===== src/hdl/plb_pkg.sv =====
// shared constants and types for the positional list buffer
package plb_pkg;

  localparam int DEPTH_DEF = 16;
  localparam int DATA_W    = 32;
  localparam int CMD_W     = 2;
  localparam int POS_W     = 5;
  localparam int ST_W      = 2;
  localparam int CNT_OUT_W = 5;
  // wide enough for any position or count up to the largest depth
  localparam int CMP_W     = 8;

  localparam logic [CMD_W-1:0] CMD_INSERT = 2'd0;
  localparam logic [CMD_W-1:0] CMD_DELETE = 2'd1;
  localparam logic [CMD_W-1:0] CMD_DUMP   = 2'd2;

  typedef enum logic [ST_W-1:0] {
    ST_OK      = 2'd0,
    ST_BAD_POS = 2'd1,
    ST_FULL    = 2'd2,
    ST_EMPTY   = 2'd3
  } status_t;

  typedef enum logic [2:0] {
    S_IDLE,
    S_INS,
    S_DEL,
    S_DUMP_RD,
    S_DUMP_WAIT,
    S_RESP
  } state_t;

endpackage


===== src/hdl/plb_ram.sv =====
// single write port, single read port entry store with registered read data
module plb_ram #(
  parameter int DEPTH = plb_pkg::DEPTH_DEF,
  parameter int AW    = $clog2(DEPTH)
) (
  input  logic                      clk,
  input  logic                      we,
  input  logic [AW-1:0]             waddr,
  input  logic [plb_pkg::DATA_W-1:0] wdata,
  input  logic                      re,
  input  logic [AW-1:0]             raddr,
  output logic [plb_pkg::DATA_W-1:0] rdata
);
  import plb_pkg::*;

  logic [DATA_W-1:0] mem [DEPTH];

  always_ff @(posedge clk) begin
    if (we) begin
      mem[waddr] <= wdata;
    end
  end

  always_ff @(posedge clk) begin
    if (re) begin
      rdata <= mem[raddr];
    end
  end

endmodule


===== src/hdl/positional_list_buffer_core.sv =====
// positional list buffer: ordered list in a store with registered read data, insert/delete/dump
// each transfer: an accept state, the command phase, then the result load, which waits on the output
// insert: shift from the old tail down to the position, then write the value; errors and unused commands: result only
// delete: copy each entry after the position into the slot before it, up to the tail
// dump: each stored entry is read through the single read port and loaded from its registered data
// one transfer in flight; synchronous active-high reset empties the list and drops any result
module positional_list_buffer_core #(
  parameter int DEPTH = plb_pkg::DEPTH_DEF
) (
  input  logic                         clk,
  input  logic                         rst,
  input  logic                         in_valid,
  output logic                         in_ready,
  input  logic [plb_pkg::CMD_W-1:0]    command,
  input  logic [plb_pkg::POS_W-1:0]    position,
  input  logic signed [plb_pkg::DATA_W-1:0] data_in,
  output logic                         out_valid,
  input  logic                         out_ready,
  output logic [plb_pkg::ST_W-1:0]     status,
  output logic signed [plb_pkg::DATA_W-1:0] data_out,
  output logic [plb_pkg::CNT_OUT_W-1:0] entry_count,
  output logic                         last
);
  import plb_pkg::*;

  localparam int AW = $clog2(DEPTH);
  localparam int CW = $clog2(DEPTH + 1);

  state_t state, state_next;

  // list bookkeeping
  logic [CW-1:0]     count;
  logic [AW-1:0]     idx;        // walking index of the shift or dump
  logic [AW-1:0]     pos_q;      // target slot of the current command
  logic [DATA_W-1:0] val_q;      // value being inserted
  status_t           st_q;       // status of a single-result command
  logic              pend;       // a read was issued last cycle and awaits write-back
  logic [AW-1:0]     pend_addr;  // destination of that pending write-back

  // store port
  logic              mem_we, mem_re;
  logic [AW-1:0]     mem_waddr, mem_raddr;
  logic [DATA_W-1:0] mem_wdata, mem_rdata;

  // control
  logic              in_xfer;
  logic              out_free;
  logic              out_load;
  logic              load_dump;
  logic              ins_more, del_more, dump_last;
  logic [CMP_W-1:0]  pos_w, cnt_w;
  status_t           chk_st;

  plb_ram #(
    .DEPTH (DEPTH),
    .AW    (AW)
  ) u_ram (
    .clk   (clk),
    .we    (mem_we),
    .waddr (mem_waddr),
    .wdata (mem_wdata),
    .re    (mem_re),
    .raddr (mem_raddr),
    .rdata (mem_rdata)
  );

  assign in_xfer  = in_valid && in_ready;
  assign out_free = !out_valid || out_ready;

  // insert shifts downward from the old tail, delete pulls upward toward the tail
  assign ins_more  = idx > pos_q;
  assign del_more  = CW'(idx) < count;
  assign dump_last = (CW'(idx) + CW'(1)) == count;

  assign pos_w = CMP_W'(position);
  assign cnt_w = CMP_W'(count);

  // validity check of the incoming command against the current list
  always_comb begin
    chk_st = ST_OK;
    case (command)
      CMD_INSERT: begin
        if (count == CW'(DEPTH)) begin
          chk_st = ST_FULL;
        end else if (pos_w > cnt_w) begin
          chk_st = ST_BAD_POS;
        end
      end
      CMD_DELETE: begin
        if (count == '0) begin
          chk_st = ST_EMPTY;
        end else if (pos_w >= cnt_w) begin
          chk_st = ST_BAD_POS;
        end
      end
      CMD_DUMP: begin
        if (count == '0) begin
          chk_st = ST_EMPTY;
        end
      end
      default: chk_st = ST_OK;
    endcase
  end

  // next state
  always_comb begin
    state_next = state;
    unique case (state)
      S_IDLE: begin
        if (in_xfer) begin
          if (chk_st != ST_OK) begin
            state_next = S_RESP;
          end else if (command == CMD_INSERT) begin
            state_next = S_INS;
          end else if (command == CMD_DELETE) begin
            state_next = S_DEL;
          end else if (command == CMD_DUMP) begin
            state_next = S_DUMP_RD;
          end else begin
            state_next = S_RESP;
          end
        end
      end
      S_INS: begin
        if (!ins_more && !pend) begin
          state_next = S_RESP;
        end
      end
      S_DEL: begin
        if (!del_more && !pend) begin
          state_next = S_RESP;
        end
      end
      S_DUMP_RD: state_next = S_DUMP_WAIT;
      S_DUMP_WAIT: begin
        if (out_free) begin
          state_next = dump_last ? S_IDLE : S_DUMP_RD;
        end
      end
      S_RESP: begin
        if (out_free) begin
          state_next = S_IDLE;
        end
      end
      default: state_next = S_IDLE;
    endcase
  end

  // outputs of the controller: handshake, store port and result load
  always_comb begin
    in_ready  = 1'b0;
    mem_we    = 1'b0;
    mem_waddr = pend_addr;
    mem_wdata = mem_rdata;
    mem_re    = 1'b0;
    mem_raddr = idx;
    out_load  = 1'b0;
    load_dump = 1'b0;
    unique case (state)
      S_IDLE: in_ready = 1'b1;
      S_INS: begin
        if (ins_more) begin
          mem_re    = 1'b1;
          mem_raddr = idx - AW'(1);
        end
        if (pend) begin
          mem_we = 1'b1;
        end else if (!ins_more) begin
          // shift done, drop the new value into its slot
          mem_we    = 1'b1;
          mem_waddr = pos_q;
          mem_wdata = val_q;
        end
      end
      S_DEL: begin
        if (del_more) begin
          mem_re    = 1'b1;
          mem_raddr = idx + AW'(1);
        end
        mem_we = pend;
      end
      S_DUMP_RD: mem_re = 1'b1;
      S_DUMP_WAIT: begin
        out_load  = out_free;
        load_dump = 1'b1;
      end
      S_RESP: out_load = out_free;
      default: in_ready = 1'b0;
    endcase
  end

  // control registers
  always_ff @(posedge clk) begin
    if (rst) begin
      state <= S_IDLE;
      count <= '0;
      pend  <= 1'b0;
    end else begin
      state <= state_next;
      unique case (state)
        S_IDLE: begin
          pend <= 1'b0;
          if (in_xfer && chk_st == ST_OK) begin
            // the count moves at acceptance, the result reports the new value
            if (command == CMD_INSERT) begin
              count <= count + CW'(1);
            end else if (command == CMD_DELETE) begin
              count <= count - CW'(1);
            end
          end
        end
        S_INS: pend <= ins_more;
        S_DEL: pend <= del_more;
        default: pend <= 1'b0;
      endcase
    end
  end

  // datapath registers
  always_ff @(posedge clk) begin
    unique case (state)
      S_IDLE: begin
        if (in_xfer) begin
          st_q  <= chk_st;
          pos_q <= AW'(position);
          val_q <= data_in;
          if (command == CMD_INSERT) begin
            idx <= AW'(count);
          end else if (command == CMD_DELETE) begin
            idx <= AW'(position);
          end else begin
            idx <= '0;
          end
        end
      end
      S_INS: begin
        pend_addr <= idx;
        if (ins_more) begin
          idx <= idx - AW'(1);
        end
      end
      S_DEL: begin
        pend_addr <= idx;
        if (del_more) begin
          idx <= idx + AW'(1);
        end
      end
      S_DUMP_WAIT: begin
        if (out_free && !dump_last) begin
          idx <= idx + AW'(1);
        end
      end
      default: pend_addr <= pend_addr;
    endcase
  end

  // result register, frees the controller from the output side
  always_ff @(posedge clk) begin
    if (rst) begin
      out_valid <= 1'b0;
    end else if (out_load) begin
      out_valid <= 1'b1;
    end else if (out_ready) begin
      out_valid <= 1'b0;
    end
  end

  always_ff @(posedge clk) begin
    if (out_load) begin
      entry_count <= CNT_OUT_W'(count);
      if (load_dump) begin
        status   <= ST_OK;
        data_out <= mem_rdata;
        last     <= dump_last;
      end else begin
        status   <= st_q;
        data_out <= '0;
        last     <= 1'b1;
      end
    end
  end

endmodule


===== config.mk =====
export PLATFORM = sky130hd
export DESIGN_NAME = positional_list_buffer_core
export DESIGN_NICKNAME = d
export VERILOG_FILES = /design/src/hdl/plb_pkg.sv /design/src/hdl/plb_ram.sv /design/src/hdl/positional_list_buffer_core.sv
export SDC_FILE = /design/constraint.sdc
export NUM_CORES = 1
export LEC_CHECK = 0
export BUFFER_PORTS_ARGS = -buffer_cell sky130_fd_sc_hd__buf_2
export CORE_MARGIN = 5
export CORE_UTILIZATION = 58
export CTS_BUF_LIST = sky130_fd_sc_hd__clkbuf_8
export DETAILED_ROUTE_END_ITERATION = 10
export GPL_TIMING_DRIVEN = 1
export MAX_ROUTING_LAYER = met4
export PLACE_DENSITY = 0.89
export SYNTH_ARGS = -nofsm -noshare
export SYNTH_HDL_FRONTEND = slang
export SYNTH_HIERARCHICAL = 1
export SYNTH_SLANG_ARGS = --single-unit

===== constraint.sdc =====
create_clock -name clk -period 5.4 [get_ports clk]
set_input_delay 0.54 -clock clk [delete_from_list [all_inputs] [get_ports clk]]
set_output_delay 0.54 -clock clk [all_outputs]
set_load 0.01 [all_outputs]

[Word level (Yosys, flattened, before mapping)]
Memories as Yosys holds them, arrays and structs flattened. A register that Yosys moved wholly into a read port is not among the register bits.
Cells that the tools add are included.
Word-level totals
  register bits after elaboration: 96
  memory bits (writable): 512
  memories kept: 1
Cells by class
  $add $sub $neg: 5
  $lt $le $gt $ge: 4
  eq/ne operators: 15
  multiplexer cells: 47
  reductions and logical operators: 25
Memory list
  u_ram.mem: depth 16, bits a word 32, read ports 1, clocked after Yosys merged registers in 1, wr ports 1, line plb_ram.sv:16  | logic [DATA_W-1:0] mem [DEPTH];
Operators by type and width (number)
  $mux 32: 3
  $mux 4: 9
  $mux 3: 9
  $pmux 3 s6: 1
  $pmux 4 s4: 1
  $mux 1: 13
  $ne 2x2->1 const B: 6
  $mux 5: 2
  $mux 2: 4
  $pmux 4 s2: 1
  $eq 3x2->1 const B: 2
  $eq 3x3->1 const B: 2
  $pmux 2 s3: 1
  $reduce_and 3->1: 2
  $reduce_bool 2->1: 3
  $add 4x1->5 const B: 1
  $add 5x1->5 const B: 1
  $eq 5x5->1: 1
  $eq 5x5->1 const B: 1
  $ge 5x5->1: 1
  $gt 5x5->1: 1
  $logic_and 1x1->1: 5
  $logic_not 1->1: 5
  $logic_not 5->1: 1
  17 further kinds: 20

[Longest topological paths before layout]
  depth after elaboration: 8
  gate-level depth with buffers: 15
  gate-level depth less buffers: 11

[Modules after synthesis]
The synthesis kept the hierarchy.
By module, submodules not included
  plb_ram: instances 1, cells an instance 838, area each 20155.6 um^2
  positional_list_buffer_core: instances 1, cells an instance 407, area each 5007.3 um^2

[Worst setup path after synthesis]
No wires, ideal clock.
  kind: register to register
  start: register idx[0]
  end: memory u_ram.mem[0][0], enable pin
  setup time: 0.461 ns
  data arrival time: 5.050 ns
  required time: 4.939 ns
  slack: -0.111 ns
  stages on the path, launching flop included: 11
  path buffers: 2
  path through: edfxtp_1 clkbuf_1 inv_1 ha_1 and4_1 a21oi_1 nor3_2 buf_2 mux2_2 or3b_2 nor3_1
RTL lines
  start, declared: line positional_list_buffer_core.sv:33  | logic [AW-1:0] idx;
  start signal, assigned: line positional_list_buffer_core.sv:228  | idx <= AW'(count);
  start signal, assigned: line positional_list_buffer_core.sv:230  | idx <= AW'(position);
  start signal, assigned: line positional_list_buffer_core.sv:239  | idx <= idx - AW'(1);
  $gt 4x4->1: line positional_list_buffer_core.sv:71  | assign ins_more = idx > pos_q;
  $mux 4: line positional_list_buffer_core.sv:168  | end else if (!ins_more) begin
  $mux 4: line positional_list_buffer_core.sv:166  | if (pend) begin
  $mux 4: line positional_list_buffer_core.sv:159  | unique case (state)
  net mem_waddr[2]: line positional_list_buffer_core.sv:42  | logic [AW-1:0] mem_waddr, mem_raddr;
  end, declared: line plb_ram.sv:16
The timed path passes the listed nets, and every way through them passes these cells.

[Worst setup path after layout]
  start: register idx[0]
  end: register u_ram/rdata[15] (netlist name) (read register of u_ram.mem) (data pin)
On the way
  cells in the longest elaborated chain, start to end: 3
Ends and longest elaborated chain
  $add 4x1->4, or another cell as far along: line positional_list_buffer_core.sv:178  | mem_raddr = idx + AW'(1);
  $mux 4 (on tied branches): line positional_list_buffer_core.sv:176, positional_list_buffer_core.sv:162
  $pmux 4 s2 (*): line positional_list_buffer_core.sv:159
  net mem_raddr[0]: line positional_list_buffer_core.sv:42
  end, declared: line plb_ram.sv:12  | output logic [plb_pkg::DATA_W-1:0] rdata
The timed path passes the listed nets; every way through them passes the cells marked *.
A chain may end at the register's enable or synchronous reset.

==> flow_summary.toml <==
[status]
status = "finished, final reports clean"

[detailed_routing]
drt_wl_total_mm = 55.8
drc = 0
drt_iter0_drc = 1468
viasPerCell = 6.36
vias = 13100
dr.pass1.iters = 7
ant_nets = 0
avgRoutedWirePerCell_um = 27.2

[logic_synthesis]
yosysMostFrequentCell = "edfxtp_1"
ys_seq_area_share_pct = 76.0
syn_avg_cell_area_um2 = 20.2
syn_nets = 1311
syn_inst = 1245
synth-edff-count = 630
synth_top_cell_area_share_pct = 75.2
synth_largest_area_cell = "edfxtp_1"
ys_ff_latch = 640
synth_area_leaders = "edfxtp_1 (75%), mux4_2 (11%), a22oi_1 (2.1%)"
ys_types = 62
synthFlopType = "edfxtp_1"
synthArstFlopShare_pct = 0
synth_top_cells_by_count = "edfxtp_1 (630), mux4_2 (128), a22oi_1 (70), nand2_1 (50), mux2_2 (36)"
ys_warn_count = 6
syn_area_um2 = 25200

[clock_tree]
post_cts_buffers = 0
clk_pin_slew_ns = 0.06
worstSkewPairLatency_ns = 0.66
cts_tree = "yes"
cts_max_level = 3
postCtsHoldBufs = 0
cts_made_buffers = 93
clockRootBuffer = "clkbuf_8"
cts_max_path_buffers = 3
cts.sinks = 640
cts_resized = 0

[global_routing]
first_global_vias = 13400
overflow = 0
grt_pass1_wl_mm = 83.5
antenna_found_initial = 1
grt_use_total_pct = 24.4
grt_start_max_net_pins = 60

[power_and_ir_drop]
ir_drop_mv = 0.577
leakage_uw = 0.00939
powerDensity_nw_per_um2 = 645

[timing]
period_needed_ns = 4.66
tns_ns = 0
skew_ns = 0.0363
max-slew-margin-rel_pct = 29.8
worstMarginPinSlew_ns = 1.05
fin_crit_sh_pct = 86.3
max_freq_ghz = 0.214
finalSetupViolations = 0
slew_viol_final = 0
fin_hold_ws_ns = 0.0625
hold_violations = 0
rsz0062_at_grt = "no"

[setup_path]
startpoint_type = "register"
setup.worst_path.start = "idx[0]$_DFFE_PP_"
r2r_end = "u_ram/rdata[15]$_DFFE_PP_"
crit_path_max_fanout = 46
timing.critical_path.arrival_ns = 5.05
cp-end-kind = "register"
required_ns = 5.78
critPathCapture = "u_ram/rdata[15]$_DFFE_PP_"
r2r_start = "idx[0]$_DFFE_PP_"
worst-r2r-cell-count = 11
path_class = "reg -> reg"
r2r_setup_slack_ns = 0.74

[die]
rows = 76
core_area_um2 = 43000
die_y_um = 218
start_util_pct = 58.5
die-area_um2 = 47700
num_io_pins = 85
die_w_um = 218

[place]
dp_hpwl_mm = 32.0
port_buffers = 84
place_congestion = 0.850

[final_layout]
drive_gt1_share_pct = 29.7
nNetsFinal = 1467
utilization_pct = 65.8
areaGrowthSynthToFinish_pct = 12.4
num_antenna_cells = 0

[hold_path]
hold_depth = 1
hp-class = "in -> reg"

[job]
drv_cap = 0
## registers in the layout (all words and copies together), names as in the netlist, 3 cells and up
signal and cells:
data_out 32, pend_addr 4, u_ram/mem 512, count 5
u_ram/rdata 32, state 3, val_q 32, idx 4
pos_q 4, entry_count 5
## stage by stage
stage | power (uW) | std cells | instance area (um2) | setup slack, ns
2_1_floorplan | 12600 | 1245 | 25200 | 0.177
3_3_place_gp | 14400 | 1891 | 26600 | 0.983
3_5_place_dp | 14700 | 1891 | 26600 | 0.771
4_1_cts | 18300 | 2053 | 28300 | 0.753
5_1_grt | 19200 | 2053 | 28300 | 0.419
6_report | 18300 | 2053 | 28300 | 0.737
## worst min-delay path by stage
stage                                from                        to  slack [ns]
CTS                           data_in[10]       val_q[10]$_DFFE_PP_        0.03
finish                        data_in[10]       val_q[10]$_DFFE_PP_        0.06
floorplan           count[4]$_SDFFE_PP0P_  entry_count[4]$_DFFE_PP_        0.41
global placement        st_q[1]$_DFFE_PP_   status[1]$_SDFFCE_PP0P_        0.51
global route                  data_in[12]       val_q[12]$_DFFE_PP_        0.04
detailed placement      st_q[1]$_DFFE_PP_   status[1]$_SDFFCE_PP0P_        0.52
## per-layer routing
layer | GRT usage, % | share of wire (%)
met3 | 4.16 | 9.0
met2 | 40.1 | 52
met5 | - | 0
met1 | 31.6 | 36
met4 | 8.16 | 3.1
## placed cells by master (no fill, tap or decap), drive strengths merged, types with 10 or more instances in the layout
| master | n |
|---|---|
| nor2 | 30 |
| and3 | 34 |
| dfxtp | 10 |
| mux4 | 128 |
| nand2 | 50 |
| nor3 | 14 |
| mux2 | 36 |
| ha | 22 |
| edfxtp | 630 |
| o21ai | 18 |
| clkbuf | 96 |
| a21oi | 31 |
| buf | 124 |
| inv | 49 |
| clkinv | 32 |
| a22oi | 70 |
## cell type report
type	instances	area, um2
fillers	2683	14700
clock buffers	96	1320
clock inverters	66	384
multi-input cells	520	5850
repair buffers	124	783
flip-flops and latches	640	19100
well taps	585	732
inverters	22	82.6
## report_power, final
group	switching, uW	leakage, uW	total [uW]	internal, uW
Combinational	4220	0.00262	7090	2870
Sequential	330	0.00580	7580	7250
Clock	1740	0.000961	3580	1830
Total	6290	0.00939	18300	12000
## cells by family (layout without fill, tap and decap cells)
kind of cell	Yosys count	after routing	share of synthesized area (%)
adder cells (fa/ha/maj)	23	23	1.17
flip-flops	640	640	76.0
XOR/XNOR	12	12	0.472
buffers and inverters	85	308	1.47
multiplexers	164	164	13.1
AND/OR/NAND/NOR	163	163	3.30
AO/OA/AOI/OAI	158	158	4.53
## worst max-delay path, stage by stage (launching register included)
cell	delay, ns
edfxtp_1	0.58
inv_1	0.16
ha_1	0.31
and4_1	0.20
a21oi_1	0.80
a22oi_1	0.33
xnor2_2	0.28
buf_12	0.35
buf_4	0.43
mux4_2	0.57
a22oi_1	0.23
nand2_1	0.08
Power figures use the tool's default switching activity.
